## src/design/categorical_naive_bayes_classifier_macros.svh

```systemverilog
// Assertion macros for the naive Bayes classifier.
// Taken in by the classifier module, which checks its own logic; no other dependencies.
`ifndef CATEGORICAL_NAIVE_BAYES_CLASSIFIER_MACROS_SVH
`define CATEGORICAL_NAIVE_BAYES_CLASSIFIER_MACROS_SVH

// Same-cycle implication, off while reset is active.
`define CNB_ASSERT_NOW(label, ck, rn, ante, cons) \
    label: assert property (@(posedge ck) disable iff (!rn) (ante) |-> (cons)) \
        else $error("cnb check failed");

// Next-cycle implication, off while reset is active.
`define CNB_ASSERT_NEXT(label, ck, rn, ante, cons) \
    label: assert property (@(posedge ck) disable iff (!rn) (ante) |=> (cons)) \
        else $error("cnb check failed");

`endif

```

## src/design/cnb_pkg.sv

```systemverilog
// Shared types and constants for the naive Bayes classifier.
// Holds the command/result word structs, sizing constants and the sequencer states.
package cnb_pkg;

    localparam int COUNT_WIDTH_DEF = 8;
    localparam int NUM_VALUES      = 10;
    // Four feature counts and three powers of the opposite class total.
    localparam int NUM_FACTORS     = 7;
    localparam int STEP_W          = $clog2(NUM_FACTORS);

    localparam logic CMD_TRAIN    = 1'b0;
    localparam logic CMD_CLASSIFY = 1'b1;

    typedef struct packed {
        logic       command;
        logic [1:0] outlook;
        logic [1:0] temperature;
        logic       humidity;
        logic       wind;
        logic       label;
    } cmd_t;

    typedef struct packed {
        logic decision;
        logic class_empty;
    } result_t;

    typedef enum logic [1:0] {
        ST_IDLE,
        ST_MUL,
        ST_CMP
    } state_t;

endpackage

```

## src/design/categorical_naive_bayes_classifier.sv

```systemverilog
// Train: taken in at once, busy stays low. Classify: busy is high until done rises, while
// the shared COUNT_WIDTH x COUNT_WIDTH multiplier steps 7 factors x 2 classes x 7 limbs,
// then a wide compare sets the result.
// Classify with an empty class: done the next cycle, busy stays low.
// Results cannot be stalled. Reset clears all counts and totals to zero at once.
`include "categorical_naive_bayes_classifier_macros.svh"

module categorical_naive_bayes_classifier #(
    parameter int COUNT_WIDTH = cnb_pkg::COUNT_WIDTH_DEF
) (
    input  logic             clk,
    input  logic             rst_n,
    input  logic             start,
    input  cnb_pkg::cmd_t    cmd,
    output logic             busy,
    output logic             done,
    output cnb_pkg::result_t result
);

    localparam int NV    = cnb_pkg::NUM_VALUES;
    localparam int NF    = cnb_pkg::NUM_FACTORS;
    localparam int SW    = cnb_pkg::STEP_W;
    localparam int ACC_W = NF * COUNT_WIDTH;
    localparam logic [SW-1:0] LAST_STEP = SW'(NF - 1);
    localparam logic [ACC_W-1:0] ACC_ONE = ACC_W'(1);

    cnb_pkg::state_t state_reg, state_next;

    logic [COUNT_WIDTH-1:0] yes_total_reg, yes_total_next;
    logic [COUNT_WIDTH-1:0] no_total_reg, no_total_next;
    logic [COUNT_WIDTH-1:0] yes_cnt_reg [NV];
    logic [COUNT_WIDTH-1:0] yes_cnt_next [NV];
    logic [COUNT_WIDTH-1:0] no_cnt_reg [NV];
    logic [COUNT_WIDTH-1:0] no_cnt_next [NV];

    logic [COUNT_WIDTH-1:0] yes_fac_reg [NF];
    logic [COUNT_WIDTH-1:0] yes_fac_next [NF];
    logic [COUNT_WIDTH-1:0] no_fac_reg [NF];
    logic [COUNT_WIDTH-1:0] no_fac_next [NF];
    logic [ACC_W-1:0]       yes_acc_reg, yes_acc_next;
    logic [ACC_W-1:0]       no_acc_reg, no_acc_next;
    logic [COUNT_WIDTH-1:0] carry_reg, carry_next;
    logic [SW-1:0]          limb_reg, limb_next;
    logic [SW-1:0]          fidx_reg, fidx_next;
    logic                   side_reg, side_next;
    logic                   done_reg, done_next;
    cnb_pkg::result_t       result_reg, result_next;

    logic                   accept;
    logic                   train;
    logic                   classify;
    logic                   empty;
    logic [NV-1:0]          hit;
    logic [COUNT_WIDTH-1:0] sel_yes [4];
    logic [COUNT_WIDTH-1:0] sel_no [4];
    logic [COUNT_WIDTH-1:0] mul_a;
    logic [COUNT_WIDTH-1:0] mul_b;
    logic [2*COUNT_WIDTH-1:0] mul_p;

    assign busy     = (state_reg != cnb_pkg::ST_IDLE);
    assign done     = done_reg;
    assign result   = result_reg;
    assign accept   = start && !busy;
    assign train    = accept && (cmd.command == cnb_pkg::CMD_TRAIN);
    assign classify = accept && (cmd.command == cnb_pkg::CMD_CLASSIFY);
    assign empty    = (yes_total_reg == '0) || (no_total_reg == '0);

    // Slot map: outlook 0..2, temperature 3..5, humidity 6..7, wind 8..9.
    // An outlook or temperature of three hits no slot.
    assign hit[0] = (cmd.outlook == 2'd0);
    assign hit[1] = (cmd.outlook == 2'd1);
    assign hit[2] = (cmd.outlook == 2'd2);
    assign hit[3] = (cmd.temperature == 2'd0);
    assign hit[4] = (cmd.temperature == 2'd1);
    assign hit[5] = (cmd.temperature == 2'd2);
    assign hit[6] = !cmd.humidity;
    assign hit[7] = cmd.humidity;
    assign hit[8] = !cmd.wind;
    assign hit[9] = cmd.wind;

    // Pick each feature's count per class; a value with no slot counts zero.
    always_comb
    begin
        sel_yes[0] = '0;
        sel_no[0]  = '0;
        sel_yes[1] = '0;
        sel_no[1]  = '0;
        case (cmd.outlook)
            2'd0:
            begin
                sel_yes[0] = yes_cnt_reg[0];
                sel_no[0]  = no_cnt_reg[0];
            end
            2'd1:
            begin
                sel_yes[0] = yes_cnt_reg[1];
                sel_no[0]  = no_cnt_reg[1];
            end
            2'd2:
            begin
                sel_yes[0] = yes_cnt_reg[2];
                sel_no[0]  = no_cnt_reg[2];
            end
            default:
            begin
                sel_yes[0] = '0;
                sel_no[0]  = '0;
            end
        endcase
        case (cmd.temperature)
            2'd0:
            begin
                sel_yes[1] = yes_cnt_reg[3];
                sel_no[1]  = no_cnt_reg[3];
            end
            2'd1:
            begin
                sel_yes[1] = yes_cnt_reg[4];
                sel_no[1]  = no_cnt_reg[4];
            end
            2'd2:
            begin
                sel_yes[1] = yes_cnt_reg[5];
                sel_no[1]  = no_cnt_reg[5];
            end
            default:
            begin
                sel_yes[1] = '0;
                sel_no[1]  = '0;
            end
        endcase
        sel_yes[2] = cmd.humidity ? yes_cnt_reg[7] : yes_cnt_reg[6];
        sel_no[2]  = cmd.humidity ? no_cnt_reg[7]  : no_cnt_reg[6];
        sel_yes[3] = cmd.wind ? yes_cnt_reg[9] : yes_cnt_reg[8];
        sel_no[3]  = cmd.wind ? no_cnt_reg[9]  : no_cnt_reg[8];
    end

    // Training: saturating increments of the class total and its hit slots.
    always_comb
    begin
        yes_total_next = yes_total_reg;
        no_total_next  = no_total_reg;
        yes_cnt_next   = yes_cnt_reg;
        no_cnt_next    = no_cnt_reg;
        if (train)
        begin
            if (cmd.label)
            begin
                if (yes_total_reg != '1)
                    yes_total_next = yes_total_reg + 1'b1;
                for (int i = 0; i < NV; i++)
                begin
                    if (hit[i] && (yes_cnt_reg[i] != '1))
                        yes_cnt_next[i] = yes_cnt_reg[i] + 1'b1;
                end
            end
            else
            begin
                if (no_total_reg != '1)
                    no_total_next = no_total_reg + 1'b1;
                for (int i = 0; i < NV; i++)
                begin
                    if (hit[i] && (no_cnt_reg[i] != '1))
                        no_cnt_next[i] = no_cnt_reg[i] + 1'b1;
                end
            end
        end
    end

    // Shared multiplier: one limb of one accumulator times the current factor, plus carry.
    assign mul_a = side_reg ? no_acc_reg[COUNT_WIDTH-1:0] : yes_acc_reg[COUNT_WIDTH-1:0];
    assign mul_b = side_reg ? no_fac_reg[0] : yes_fac_reg[0];
    assign mul_p = ({{COUNT_WIDTH{1'b0}}, mul_a} * {{COUNT_WIDTH{1'b0}}, mul_b})
                 + {{COUNT_WIDTH{1'b0}}, carry_reg};

    always_comb
    begin
        state_next   = state_reg;
        yes_fac_next = yes_fac_reg;
        no_fac_next  = no_fac_reg;
        yes_acc_next = yes_acc_reg;
        no_acc_next  = no_acc_reg;
        carry_next   = carry_reg;
        limb_next    = limb_reg;
        fidx_next    = fidx_reg;
        side_next    = side_reg;
        done_next    = 1'b0;
        result_next  = result_reg;
        case (state_reg)
            cnb_pkg::ST_IDLE:
            begin
                if (classify)
                begin
                    if (empty)
                    begin
                        done_next               = 1'b1;
                        result_next.decision    = 1'b0;
                        result_next.class_empty = 1'b1;
                    end
                    else
                    begin
                        for (int i = 0; i < 4; i++)
                        begin
                            yes_fac_next[i] = sel_yes[i];
                            no_fac_next[i]  = sel_no[i];
                        end
                        for (int i = 4; i < NF; i++)
                        begin
                            yes_fac_next[i] = no_total_reg;
                            no_fac_next[i]  = yes_total_reg;
                        end
                        yes_acc_next = ACC_ONE;
                        no_acc_next  = ACC_ONE;
                        carry_next   = '0;
                        limb_next    = '0;
                        fidx_next    = '0;
                        side_next    = 1'b0;
                        state_next   = cnb_pkg::ST_MUL;
                    end
                end
            end
            cnb_pkg::ST_MUL:
            begin
                // Rotate the accumulator one limb down, new limb enters at the top.
                if (side_reg)
                    no_acc_next = {mul_p[COUNT_WIDTH-1:0], no_acc_reg[ACC_W-1:COUNT_WIDTH]};
                else
                    yes_acc_next = {mul_p[COUNT_WIDTH-1:0], yes_acc_reg[ACC_W-1:COUNT_WIDTH]};
                if (limb_reg == LAST_STEP)
                begin
                    // Top carry is zero: the full product fits the accumulator.
                    carry_next = '0;
                    limb_next  = '0;
                    side_next  = !side_reg;
                    if (side_reg)
                    begin
                        for (int i = 0; i < NF - 1; i++)
                        begin
                            yes_fac_next[i] = yes_fac_reg[i+1];
                            no_fac_next[i]  = no_fac_reg[i+1];
                        end
                        if (fidx_reg == LAST_STEP)
                            state_next = cnb_pkg::ST_CMP;
                        else
                            fidx_next = fidx_reg + 1'b1;
                    end
                end
                else
                begin
                    carry_next = mul_p[2*COUNT_WIDTH-1:COUNT_WIDTH];
                    limb_next  = limb_reg + 1'b1;
                end
            end
            cnb_pkg::ST_CMP:
            begin
                done_next               = 1'b1;
                result_next.decision    = (yes_acc_reg > no_acc_reg);
                result_next.class_empty = 1'b0;
                state_next              = cnb_pkg::ST_IDLE;
            end
            default:
            begin
                state_next = cnb_pkg::ST_IDLE;
            end
        endcase
    end

    always_ff @(posedge clk or negedge rst_n)
    begin
        if (!rst_n)
        begin
            state_reg     <= cnb_pkg::ST_IDLE;
            yes_total_reg <= '0;
            no_total_reg  <= '0;
            for (int i = 0; i < NV; i++)
            begin
                yes_cnt_reg[i] <= '0;
                no_cnt_reg[i]  <= '0;
            end
            limb_reg <= '0;
            fidx_reg <= '0;
            side_reg <= 1'b0;
            done_reg <= 1'b0;
        end
        else
        begin
            state_reg     <= state_next;
            yes_total_reg <= yes_total_next;
            no_total_reg  <= no_total_next;
            yes_cnt_reg   <= yes_cnt_next;
            no_cnt_reg    <= no_cnt_next;
            limb_reg      <= limb_next;
            fidx_reg      <= fidx_next;
            side_reg      <= side_next;
            done_reg      <= done_next;
        end
    end

    always_ff @(posedge clk)
    begin
        yes_fac_reg <= yes_fac_next;
        no_fac_reg  <= no_fac_next;
        yes_acc_reg <= yes_acc_next;
        no_acc_reg  <= no_acc_next;
        carry_reg   <= carry_next;
        result_reg  <= result_next;
    end

    `CNB_ASSERT_NOW(a_done_idle, clk, rst_n, done_reg, state_reg == cnb_pkg::ST_IDLE)
    `CNB_ASSERT_NOW(a_empty_says_no, clk, rst_n, done_reg && result_reg.class_empty, !result_reg.decision)
    `CNB_ASSERT_NEXT(a_classify_runs, clk, rst_n, classify && !empty, busy && !done_reg)
    `CNB_ASSERT_NEXT(a_yes_total_holds, clk, rst_n, yes_total_reg != '0, yes_total_reg != '0)
    `CNB_ASSERT_NOW(a_mul_no_train, clk, rst_n, busy, $stable(yes_total_reg) && $stable(no_total_reg))

endmodule
```

## config.mk

```make
export PLATFORM = sky130hd
export DESIGN_NAME = categorical_naive_bayes_classifier
export DESIGN_NICKNAME = d
export VERILOG_FILES = /design/src/design/cnb_pkg.sv /design/src/design/categorical_naive_bayes_classifier.sv
export VERILOG_INCLUDE_DIRS = /design/src /design/src/design
export SDC_FILE = /design/constraint.sdc
export NUM_CORES = 1
export LEC_CHECK = 0
export BUFFER_PORTS_ARGS = -buffer_cell sky130_fd_sc_hd__buf_2
export CORE_UTILIZATION = 58
export DETAILED_ROUTE_END_ITERATION = 8
export GPL_ROUTABILITY_DRIVEN = 0
export MAX_ROUTING_LAYER = met4
export PLACE_DENSITY = 0.88
export SLEW_MARGIN = 20
export SYNTH_ARGS = -nofsm -noshare
export SYNTH_HDL_FRONTEND = slang
export SYNTH_SLANG_ARGS = --single-unit
```

## constraint.sdc

```tcl
create_clock -name clk -period 9.3 [get_ports clk]
set_input_delay 0.465 -clock clk [delete_from_list [all_inputs] [get_ports clk]]
set_output_delay 0.465 -clock clk [all_outputs]
set_load 0.05 [all_outputs]
```

# Word-level counts from Yosys, hierarchy flattened
# Cells that the tools add are included.
dict set report classes {
  bitwise 3
  order_cmp 1
  n_mul 1
  n_mux 54
  n_reduce_logical 67
  n_eq_ne 38
  addsub 25
}
# cell n
set op_table {}
lappend op_table {{56-bit 2-to-1 mux} 8}
lappend op_table {{56-bit case mux with 2 select lines} 2}
lappend op_table {{48-bit 2-to-1 mux} 4}
lappend op_table {{48-bit case mux with 2 select lines} 2}
lappend op_table {{8-bit by 1-bit adder with 8-bit output (second input constant)} 22}
lappend op_table {{8-bit != test (second input constant)} 22}
lappend op_table {{8-bit case mux with 3 select lines} 4}
lappend op_table {{3-bit AND reduction} 25}
lappend op_table {{8-bit 2-to-1 mux} 9}
lappend op_table {{56-bit > comparator} 1}
lappend op_table {{1-bit logical AND} 23}
lappend op_table {{3-bit 2-to-1 mux} 6}
lappend op_table {{16-bit by 8-bit adder with 16-bit output} 1}
lappend op_table {{8-bit logical NOT} 2}
lappend op_table {{8-bit by 8-bit multiplier with 16-bit output} 1}
lappend op_table {{2-bit != test (second input constant)} 8}
lappend op_table {{8-bit case mux with 2 select lines} 1}
lappend op_table {{2-bit 2-to-1 mux} 7}
lappend op_table {{3-bit case mux with 2 select lines} 2}
lappend op_table {{4-bit AND reduction} 3}
lappend op_table {{5-bit AND reduction} 2}
lappend op_table {{2-bit case mux with 2 select lines} 2}
lappend op_table {{3-bit by 1-bit adder with 3-bit output (second input constant)} 2}
lappend op_table {{2-bit by 1-bit == test with 1-bit output (second input constant)} 3}
lappend op_table {{other kinds (10)} 27}
dict set report totals {
  register_bits 420
  out_inout_bits 4
}

# Logic depth before layout (Yosys ltp)
# Gate-level depths: netlist of run 1.
dict set report logic_depth {
  ltp_word 6
  mapped_depth 19
}

# Least setup slack after synthesis of run 1
# No wires, ideal clock.
dict set report synth_path {
  path_kind {register -> register}
  from {register no_total_reg[0]}
  to {register fidx_reg[2]}
  required_time_ns 8.850
  arrival_time_ns 8.474
  path_slack_ns 0.376
  synth_period_minus_slack_ns 8.924
  path_stages_with_launch 12
  path_cell_list {dfrtp_1 inv_1 ha_1 or4b_1 nor4_2 a21oi_1 nand2b_1 buf_6 inv_2 a21oi_1 nor3_1 a311oi_1}
}
dict set report synth_between {
  elab_chain_cells 4
}
# item line
set synth_lines {}
lappend synth_lines {{from (decl)} categorical_naive_bayes_classifier.sv:30} ;# logic [COUNT_WIDTH-1:0] no_total_reg, no_total_next;
lappend synth_lines {{from (signal assigned)} categorical_naive_bayes_classifier.sv:289} ;# no_total_reg <= no_total_next;
lappend synth_lines {{8-bit logical NOT} categorical_naive_bayes_classifier.sv:66} ;# assign empty = (yes_total_reg == '0) || (no_total_reg == '0);
lappend synth_lines {{1-bit logical OR} categorical_naive_bayes_classifier.sv:66}
lappend synth_lines {{2-bit != test (no source line)} n/a}
lappend synth_lines {{6-bit AND reduction (no source line)} n/a}
lappend synth_lines {{to (signal assigned)} categorical_naive_bayes_classifier.sv:293} ;# fidx_reg <= fidx_next;
lappend synth_lines {{to (decl)} categorical_naive_bayes_classifier.sv:44} ;# logic [SW-1:0] fidx_reg, fidx_next;
# Every way passes these cells.
# A chain may end at the register's enable or synchronous reset.

# Worst setup path after layout of run 1
dict set report layout_path {
  from {register side_reg}
  to {register carry_reg[6], data pin}
}
dict set report layout_between {
  elab_chain_cells 5
  elab_cells_between_ends 6
  cone_classes {1 x add/sub; 1 x mul; 4 x mux}
}
# item line
set layout_lines {}
lappend layout_lines {{from (decl)} categorical_naive_bayes_classifier.sv:45} ;# logic side_reg, side_next;
lappend layout_lines {{from (signal assigned)} categorical_naive_bayes_classifier.sv:294} ;# side_reg <= side_next;
lappend layout_lines {{8-bit 2-to-1 mux, on equally long branches} {categorical_naive_bayes_classifier.sv:171, categorical_naive_bayes_classifier.sv:172}}
lappend layout_lines {{8-bit by 8-bit multiplier with 16-bit output *} categorical_naive_bayes_classifier.sv:173} ;# assign mul_p = ({{COUNT_WIDTH{1'b0}}, mul_a} * {{COUNT_WIDTH{1'b0}}, mul_b})
lappend layout_lines {{16-bit by 8-bit adder with 16-bit output *} categorical_naive_bayes_classifier.sv:174} ;# + {{COUNT_WIDTH{1'b0}}, carry_reg};
lappend layout_lines {{8-bit 2-to-1 mux *} categorical_naive_bayes_classifier.sv:229} ;# if (limb_reg == LAST_STEP)
lappend layout_lines {{8-bit case mux with 2 select lines *} categorical_naive_bayes_classifier.sv:189} ;# case (state_reg)
lappend layout_lines {{to (signal assigned)} categorical_naive_bayes_classifier.sv:305} ;# carry_reg <= carry_next;
lappend layout_lines {{to (decl)} categorical_naive_bayes_classifier.sv:42} ;# logic [COUNT_WIDTH-1:0] carry_reg, carry_next;
# Mark *: on every way between the ends. The rest lies on a longest branch, timed or not.

==> results of run 1 <==
synth_stat cells, types with 9 or more instances:
| master | number | area, sq um |
|---|---|---|
| edfxtp_1 | 234 | 7030 |
| dfrtp_1 | 186 | 4650 |
| nand2_1 | 166 | 623 |
| nor2_1 | 158 | 593 |
| inv_1 | 144 | 541 |
| ha_1 | 118 | 1480 |
| xnor2_1 | 104 | 911 |
| o21ai_0 | 88 | 440 |
| mux2i_1 | 79 | 791 |
| a21oi_1 | 69 | 345 |
| nand4_1 | 68 | 425 |
| xor2_1 | 59 | 517 |
| and3_1 | 54 | 338 |
| and2_1 | 53 | 332 |
| clkbuf_1 | 50 | 188 |
| fa_1 | 44 | 881 |
| mux2_2 | 29 | 327 |
| a22o_1 | 25 | 219 |
| nand3_1 | 25 | 125 |
| nand2b_1 | 15 | 93.8 |
| nor3_1 | 15 | 75.1 |
| a21o_1 | 11 | 82.6 |
| nor4_1 | 9 | 56.3 |
per-layer routing:
layer,vias up,track usage,wire (microns)
li1,6671,-,-
met1,7107,0.300,17900
met2,435,0.404,22200
met3,96,0.0376,2250
met4,0,0.0839,1280
met5,-,-,0
worst max-delay path: stages, from the launching register on:
cell	delay (ns)
dfrtp_1	0.40
buf_4	0.39
mux2i_1	0.60
or2_2	0.23
fa_1	0.45
fa_1	0.56
inv_1	0.08
fa_1	0.56
inv_1	0.06
fa_1	0.53
inv_1	0.04
ha_1	0.27
inv_1	0.12
nor2_1	0.07
a2111oi_0	0.92
nor3_1	0.19
nor3_1	0.29
nor3b_1	0.09
layout make-up:
type                    count  share of cell area
multi-input cells        1270               0.395
clock buffers              58              0.0509
inverters                 145              0.0228
clock inverters            24             0.00755
flip-flops and latches    420               0.490
well taps                 504              0.0264
repair buffers             26             0.00776
metrics by stage:
| stage | utilization | hold WS, ns | instance area [sq um] | setup slack, ns |
|---|---|---|---|---|
| 6_report | 0.647 | -0.0241 | 23900 | 3.16 |
| 3_3_place_gp | 0.608 | 0.473 | 22400 | 3.71 |
| 5_1_grt | 0.647 | 0.0444 | 23900 | 2.74 |
| 4_1_cts | 0.646 | 0.0162 | 23800 | 3.30 |
| 3_5_place_dp | 0.608 | 0.484 | 22400 | 3.34 |
| 2_1_floorplan | - | 0.169 | 21800 | 0.376 |
final timing paths:
| kind | startpoint | to | cells after the start |
|---|---|---|---|
| hold reg to reg | yes_cnt_reg[28] | yes_cnt_reg[28] | 1 |
| setup reg to reg | side_reg | carry_reg[6] | 17 |
| min in group clk | start | state_reg[0] | 3 |
| setup / recovery | side_reg | carry_reg[6] | 17 |
| hold / removal | rst_n | yes_cnt_reg[48] | 1 |
| max in group asynchronous | rst_n | yes_total_reg[2] | 2 |
kinds of logic after synthesis:
kind of cell / Yosys count
and+or+nand+nor: 600
DFF: 420
AOI/OAI and AO/OA: 237
buffers and inverters: 205
xor gates and xnor gates: 163
adders and majority gates: 162
muxes: 108
==> flow_metrics.py, run 1 <==
metrics = {
    "setup_path": {
        "worstSetupPathType": "register to register",
        "endpoint_kind": "register",
        "critPathMaxFanout": 25,
        "arrival_ns": 6.44,
        "start_kind": "register",
        "cp.required_ns": 9.61,
        "r2r_slack_ns": 3.16,
    },
    "synth": {
        "ys_seq_elements": 420,
        "ys.flop_type": "edfxtp_1",
        "ys_seq_area_frac": 0.535,
        "synth_edf_count": 234,
        "netlist_area_sq_mm": 0.0218,
        "synth_top_family_by_area": "simple AND/OR/NAND/NOR gates",
        "muxShareOfSynthArea": 0.0511,
        "yosysUniqueCellTypes": 63,
        "async_reset_ff_frac": 0.443,
        "syn_area_per_cell_sq_um": 11.5,
        "yosys.area_share.adder": 0.108,
        "synth-xor-area-share": 0.0653,
        "yosys_warnings": 0,
        "synth-compound-area-share": 0.0683,
        "synthCells": 1895,
        "mappedNetlistNets": 2068,
        "synth-simple-area-share": 0.137,
    },
    "place": {
        "dp_hpwl_microns": 29200,
        "port_buffers": 14,
        "place_inst": 2364,
    },
    "cts": {
        "cts-root-buf": "clkbuf_16",
        "hold_buffers": 0,
        "cts_tree": "yes",
        "clk_pin_slew_ns": 0.06,
        "cts_resized": 0,
        "ctsLongestPathBuffers": 3,
        "clkLatencyLatePin_ns": 0.58,
        "cts_buffers": 44,
        "htree_levels": 2,
        "post_cts_buffers": 0,
        "cts.sinks": 420,
    },
    "die": {
        "design.core.area_sq_mm": 0.0369,
        "start_util": 0.592,
        "die_area_sq_mm": 0.0384,
        "num_rows": 70,
        "die-width_microns": 196,
        "io_pins": 15,
        "die_y_microns": 196,
    },
    "sta": {
        "fmax_mhz": 163,
        "period_minus_slack_ns": 6.14,
        "timing.final.crit_share": 0.660,
        "maxSlewViolCount": 0,
        "worst_pin_slew_ns": 1.03,
        "rsz0062_at_grt": "no",
        "slew_headroom": 0.295,
        "finClkSkew_ns": 0.0193,
        "hold_viol_final": 19,
        "setup_viol": 0,
        "whs_ns": -0.0241,
        "finalSetupTns_ns": 0,
    },
    "finish": {
        "layout.area.seq_sq_mm": 0.0117,
        "drive_above_1_share": 0.0818,
        "most-common-layout-cells": "edfxtp_1 (234), dfrtp_1 (186), nand2_1 (166), nor2_1 (158), inv_1 (144)",
        "antenna_cells": 0,
        "nets": 2080,
        "syn2layout_area_growth_pct": 9.19,
        "n_fill_cell": 2549,
        "final_common_cell": "edfxtp_1",
        "instances_no_fill": 2447,
        "multi_input_area_sq_mm": 0.00942,
    },
    "detailed_routing": {
        "ant_nets": 0,
        "routedWlPerCell_microns": 17.8,
        "drt-total-wl_microns": 43600,
        "drtIter0Drc": 1155,
        "via_per_inst": 5.85,
        "vias": 14300,
        "drcViolationCount": 0,
        "dr.pass1.iters": 5,
    },
    "global_routing": {
        "grt_pass1_wl_microns": 72400,
        "grt_pass1_vias": 14700,
        "grt_start_max_net_pins": 106,
        "grt_use_total": 0.241,
        "grt_overflow": 0,
        "antenna_found_initial": 0,
    },
    "outcome": {
        "status": "finished with violations",
        "violations": "negative hold slack",
    },
    "job": {
        "cap_violations": 0,
    },
    "worst_hold_path": {
        "hp-class": "input pin to asynchronous set/reset pin",
    },
}
Power of run 1 is left out: the tool's default activity adds up to more than one toggle a clock period on the data nets, which glitch-free logic cannot reach.
==> run 2, diff against run 1 <==
- clock period: 9.3 -> 5.6 ns (I/O delays scaled with it)
==> run 2 against run 1 <==
Compared with the run above: the run now ends clean; cell area up 0.72%; wire length is 2.9% higher; clock skew decreased by 0.0031 ns; highest routed layer unchanged; die area stayed put; clock-buffer cell count increased by 6.
==> flow_metrics.py, run 2 (synthesized netlist as in run 1, its figures left out) <==
metrics = {
    "die": {
        "die-width_microns": 196,
        "design.core.area_sq_mm": 0.0369,
        "die_y_microns": 196,
        "io_pins": 15,
        "die_area_sq_mm": 0.0384,
        "num_rows": 70,
        "start_util": 0.592,
    },
    "cts": {
        "htree_levels": 2,
        "ctsLongestPathBuffers": 3,
        "clkLatencyLatePin_ns": 0.57,
        "cts.sinks": 420,
        "cts_buffers": 45,
        "post_cts_buffers": 0,
        "clk_pin_slew_ns": 0.06,
        "cts_tree": "yes",
        "cts-root-buf": "clkbuf_16",
    },
    "worst_hold_path": {
        "hold_depth": 3,
        "hp-class": "input pin to register",
        "hold_path.startpoint": "start",
        "hold_end": "state_reg[0]",
    },
    "setup_path": {
        "crit_family": "adder cells",
        "r2r_slack_ns": 0.23,
        "slowest_stage": "fa_1",
        "r2r-end": "carry_reg[7]",
        "critPathMaxFanout": 16,
        "r2r_cells": 15,
        "worstPathCellList": "buf_12 -> mux2i_2 -> nor2_1 -> fa_1 -> fa_1 -> fa_1 -> inv_1 -> fa_1 -> inv_1 -> ha_1 -> or2_2 -> a31o_2 -> a311oi_1 -> xnor2_1 -> nor2_1",
        "worstSetupPathType": "register to register",
        "critPathMostFrequentCell": "fa_1",
        "cp.required_ns": 5.90,
        "endpoint_kind": "register",
        "cp.buffers_inverters": 3,
        "arrival_ns": 5.67,
        "worstReg2RegStart": "side_reg",
        "start_kind": "register",
        "slowest_delay_ns": 0.59,
    },
    "detailed_routing": {
        "wl_met3_microns": 2160,
        "drt-total-wl_microns": 44800,
        "via_per_inst": 5.84,
        "drcViolationCount": 0,
        "wl_met1_microns": 18400,
        "ant_nets": 0,
        "highest_layer": "met4",
        "routedWlPerCell_microns": 18.2,
        "dr.pass1.iters": 6,
        "drtIter0Drc": 1160,
        "wl_met2_microns": 23000,
        "vias": 14400,
    },
    "sta": {
        "finalSetupTns_ns": 0,
        "timing.final.crit_share": 0.958,
        "setup_viol": 0,
        "hold_viol_final": 0,
        "fmax_mhz": 186,
        "period_minus_slack_ns": 5.37,
        "worst_pin_slew_ns": 1.02,
        "rsz0062_at_grt": "no",
        "maxSlewViolCount": 0,
        "whs_ns": 0.0664,
        "slew_headroom": 0.321,
        "finClkSkew_ns": 0.0162,
    },
    "global_routing": {
        "grt_use_total": 0.247,
        "antenna_found_initial": 1,
        "grt_start_max_net_pins": 108,
        "grt_pass1_vias": 14900,
        "grt_overflow": 0,
        "grt_pass1_wl_microns": 74300,
    },
    "finish": {
        "instances_no_fill": 2462,
        "layout.area.seq_sq_mm": 0.0117,
        "nets": 2093,
        "multi_input_area_sq_mm": 0.00944,
        "syn2layout_area_growth_pct": 9.98,
        "final_common_cell": "edfxtp_1",
        "most-common-layout-cells": "edfxtp_1 (234), dfrtp_1 (185), nand2_1 (166), nor2_1 (158), inv_1 (144)",
        "drive_above_1_share": 0.0853,
        "n_fill_cell": 2531,
    },
    "place": {
        "place_inst": 2376,
        "dp_hpwl_microns": 30100,
        "port_buffers": 14,
    },
    "outcome": {
        "status": "finished, final reports clean",
    },
    "job": {
        "cap_violations": 0,
    },
}
-- run 2: changes by cell type in the layout (fill, tap and decap cells not counted), moves of 4 or more --
| cell | previous run | this run |
|---|---|---|
| clkbuf_1 | 9 | 14 |
| clkinv_2 | 11 | 1 |
| buf_4 | 10 | 20 |
| clkinv_1 | 5 | 9 |
-- run 2: timing repair --
| item | in CTS | in global routing |
|---|---|---|
| hold buffers | 1 | 0 |
| endpoints found under the hold margin | 51 | 0 |
| gates resized for setup | 0 | 5 |
| setup endpoints to repair | 0 | 5 |
-- run 2: layout make-up --
type                       count  share of cell area
timing repair buffer          38              0.0117
sequential                   420               0.486
clock inverter                20             0.00833
tap                          504              0.0262
clock buffer                  64              0.0519
inverter                     145              0.0227
antenna                        1            0.000104
multi-input combinational   1270               0.393
-- run 2: through the flow --
stage	area [sq um]	worst slack (ns)	util
finish	24000	0.233	0.652
global route	24000	0.0613	0.652
CTS	24000	0.00976	0.651
detailed placement	22500	0.0869	0.611
global placement	22500	0.380	0.611
floorplan	21900	0.320	-
-- run 2: metal layers --
layer | GRT usage | up-vias
li1 | - | 6698
met1 | 0.308 | 7125
met2 | 0.417 | 434
met3 | 0.0342 | 112
met4 | 0.0851 | 0
met5 | - | -
-- run 2: worst max-delay path by stage --
stage / startpoint / end / cells past startpoint
CTS: side_reg / carry_reg[6] / 18
global route: side_reg / carry_reg[6] / 19
detailed placement: side_reg / carry_reg[6] / 18
floorplan: side_reg / carry_reg[6] / 18
finish: side_reg / carry_reg[7] / 15
global placement: side_reg / carry_reg[6] / 18
-- run 2: worst register-to-register path, stage by stage (launching register included) --
cell and delay (ns):
dfrtp_2 0.46, buf_12 0.20, mux2i_2 0.51, nor2_1 0.14, fa_1 0.59, fa_1 0.46, fa_1 0.56, inv_1 0.06
fa_1 0.54, inv_1 0.05, ha_1 0.34, or2_2 0.33, a31o_2 0.29, a311oi_1 0.35, xnor2_1 0.16, nor2_1 0.05
Power of run 2 is left out for the same reason.
==> run 3, diff against run 2 <==
- CORE_MARGIN: unset -> 8
==> run 3 against run 2 <==
Compared with the run above: clock-buffer cell count unchanged; final cell count increased by 0.24%; register-to-register slack about the same; clock skew increased by 0.0012 ns; sequential cell count unchanged; fmax about the same; die area increased by 15%; via count decreased by 0.22%; hold slack got worse by 0.019 ns; non-clock buffer count increased by 3; first-iteration DRC count decreased by 12%.
==> flow_metrics.py, run 3 (synthesized netlist as in run 1, its figures left out) <==
metrics = {
    "job": {
        "cap_violations": 0,
    },
    "cts": {
        "cts.sinks": 420,
        "cts_buffers": 44,
        "htree_levels": 2,
        "clk_pin_slew_ns": 0.06,
        "cts_tree": "yes",
        "ctsLongestPathBuffers": 3,
        "clkLatencyLatePin_ns": 0.58,
        "cts-root-buf": "clkbuf_16",
    },
    "outcome": {
        "status": "finished, final reports clean",
    },
    "sta": {
        "period_minus_slack_ns": 5.36,
        "hold_viol_final": 0,
        "maxSlewViolCount": 0,
        "rsz0062_at_grt": "no",
        "finClkSkew_ns": 0.0174,
        "timing.final.crit_share": 0.958,
        "slew_headroom": 0.366,
        "fmax_mhz": 186,
        "finalSetupTns_ns": 0,
        "worst_pin_slew_ns": 0.952,
        "setup_viol": 0,
    },
    "finish": {
        "most-common-layout-cells": "edfxtp_1 (234), dfrtp_1 (186), nand2_1 (166), nor2_1 (158), inv_1 (144)",
        "antenna_cells": 0,
        "n_fill_cell": 2617,
        "drive_above_1_share": 0.0853,
        "syn2layout_area_growth_pct": 9.86,
        "nets": 2095,
        "final_common_cell": "edfxtp_1",
        "instances_no_fill": 2468,
    },
    "die": {
        "die_area_sq_mm": 0.0441,
        "start_util": 0.584,
        "num_rows": 71,
        "io_pins": 15,
        "design.core.area_sq_mm": 0.0374,
        "die_y_microns": 210,
        "die-width_microns": 210,
    },
    "global_routing": {
        "grt_pass1_vias": 14700,
        "antenna_found_initial": 0,
        "grt_pass1_wl_microns": 73300,
        "grt_use_total": 0.209,
        "grt_start_max_net_pins": 91,
        "grt_overflow": 0,
    },
    "setup_path": {
        "endpoint_kind": "register",
        "cp.required_ns": 5.91,
        "critPathMaxFanout": 14,
        "arrival_ns": 5.67,
        "start_kind": "register",
        "worstSetupPathType": "register to register",
    },
    "place": {
        "dp_hpwl_microns": 29800,
        "port_buffers": 14,
        "place_inst": 2386,
    },
    "detailed_routing": {
        "routedWlPerCell_microns": 17.9,
        "dr.pass1.iters": 5,
        "ant_nets": 0,
        "drt-total-wl_microns": 44200,
        "drcViolationCount": 0,
        "vias": 14300,
        "via_per_inst": 5.81,
        "drtIter0Drc": 1022,
    },
    "power_and_ir_drop": {
        "vdd_drop_max_mv": 1.07,
        "power.density_mw_per_mm2": 663,
        "p_leak_nw": 10.4,
    },
    "worst_hold_path": {
        "hp-class": "input pin to register",
    },
}
-- run 3: cell types whose count changed in the layout (fill, tap and decap cells not counted), sizes merged --
cell / delta
inv: -1
clkinv: -1
clkinvlp: -1
diode: -1
buf: +3
-- run 3: worst max-delay path, stage by stage (launching register included) --
cell and delay [ns]:
dfrtp_1 0.39, buf_4 0.28, buf_4 0.28, mux2_2 0.44
nand2_1 0.10, fa_1 0.41, inv_1 0.08, fa_1 0.42
ha_1 0.29, inv_1 0.05, fa_1 0.53, inv_1 0.08
fa_1 0.46, a21o_1 0.20, a21oi_1 0.26, o21ai_0 0.24
a311oi_1 0.38, xnor2_1 0.16, nor2_1 0.05
-- run 3: routing by layer --
| metal | routed length, microns | vias up | track usage |
|---|---|---|---|
| met5 | 0 | - | - |
| met4 | 1780 | 0 | 0.0982 |
| met3 | 1970 | 155 | 0.0327 |
| met2 | 22600 | 402 | 0.350 |
| met1 | 17900 | 7085 | 0.246 |
| li1 | - | 6696 | - |
-- run 3: metrics by stage --
step	instance area [sq um]	hold WS, ns	utilization	total power (W)	worst slack, ns
after floorplan	21900	-0.0156	-	0.0107	0.320
after global placement	22600	0.241	0.603	0.0124	0.389
after detailed placement	22600	0.247	0.603	0.0128	0.282
after CTS	24000	0.0164	0.642	0.0159	0.238
after global routing	24000	0.0479	0.642	0.0173	0.0237
final	24000	0.0479	0.642	0.0159	0.238
-- run 3: cell type report --
cell class / instances / area [sq um] / area share
Clock buffer: 64 / 1240 / 0.0516
Clock inverter: 17 / 189 / 0.00787
Inverter: 145 / 544 / 0.0227
Multi-Input combinational cell: 1270 / 9430 / 0.393
Sequential cell: 420 / 11700 / 0.487
Tap cell: 511 / 639 / 0.0266
Timing Repair Buffer: 41 / 284 / 0.0118
-- run 3: path summary, 6_finish.rpt --
kind / cells after the start / slack, ns / startpoint / end
max in group asynchronous: 3 / 4.12 / rst_n / no_cnt_reg[71]
hold / removal: 3 / 0.05 / start / state_reg[0]
min in group asynchronous: 2 / 0.20 / rst_n / yes_cnt_reg[49]
hold reg to reg: 1 / 0.49 / yes_cnt_reg[70] / yes_cnt_reg[70]
setup reg to reg: 18 / 0.24 / side_reg / carry_reg[7]
setup / recovery: 18 / 0.24 / side_reg / carry_reg[7]
-- run 3: power by group --
part / leakage, nW / switching (W) / internal, W
logic: 4.98 / 0.00483 / 0.00317
clock network: 0.699 / 0.00119 / 0.00168
registers: 4.73 / 0.000598 / 0.00444
total: 10.4 / 0.00662 / 0.00930
-- run 3: what timing repair did --
action,in CTS,in global routing
setup buffers,0,0
setup endpoints to repair,0,1
hold buffers,1,0
resized for setup,0,1
hold endpoints to repair,46,0
No activity file was read; power rests on OpenSTA's default activity.
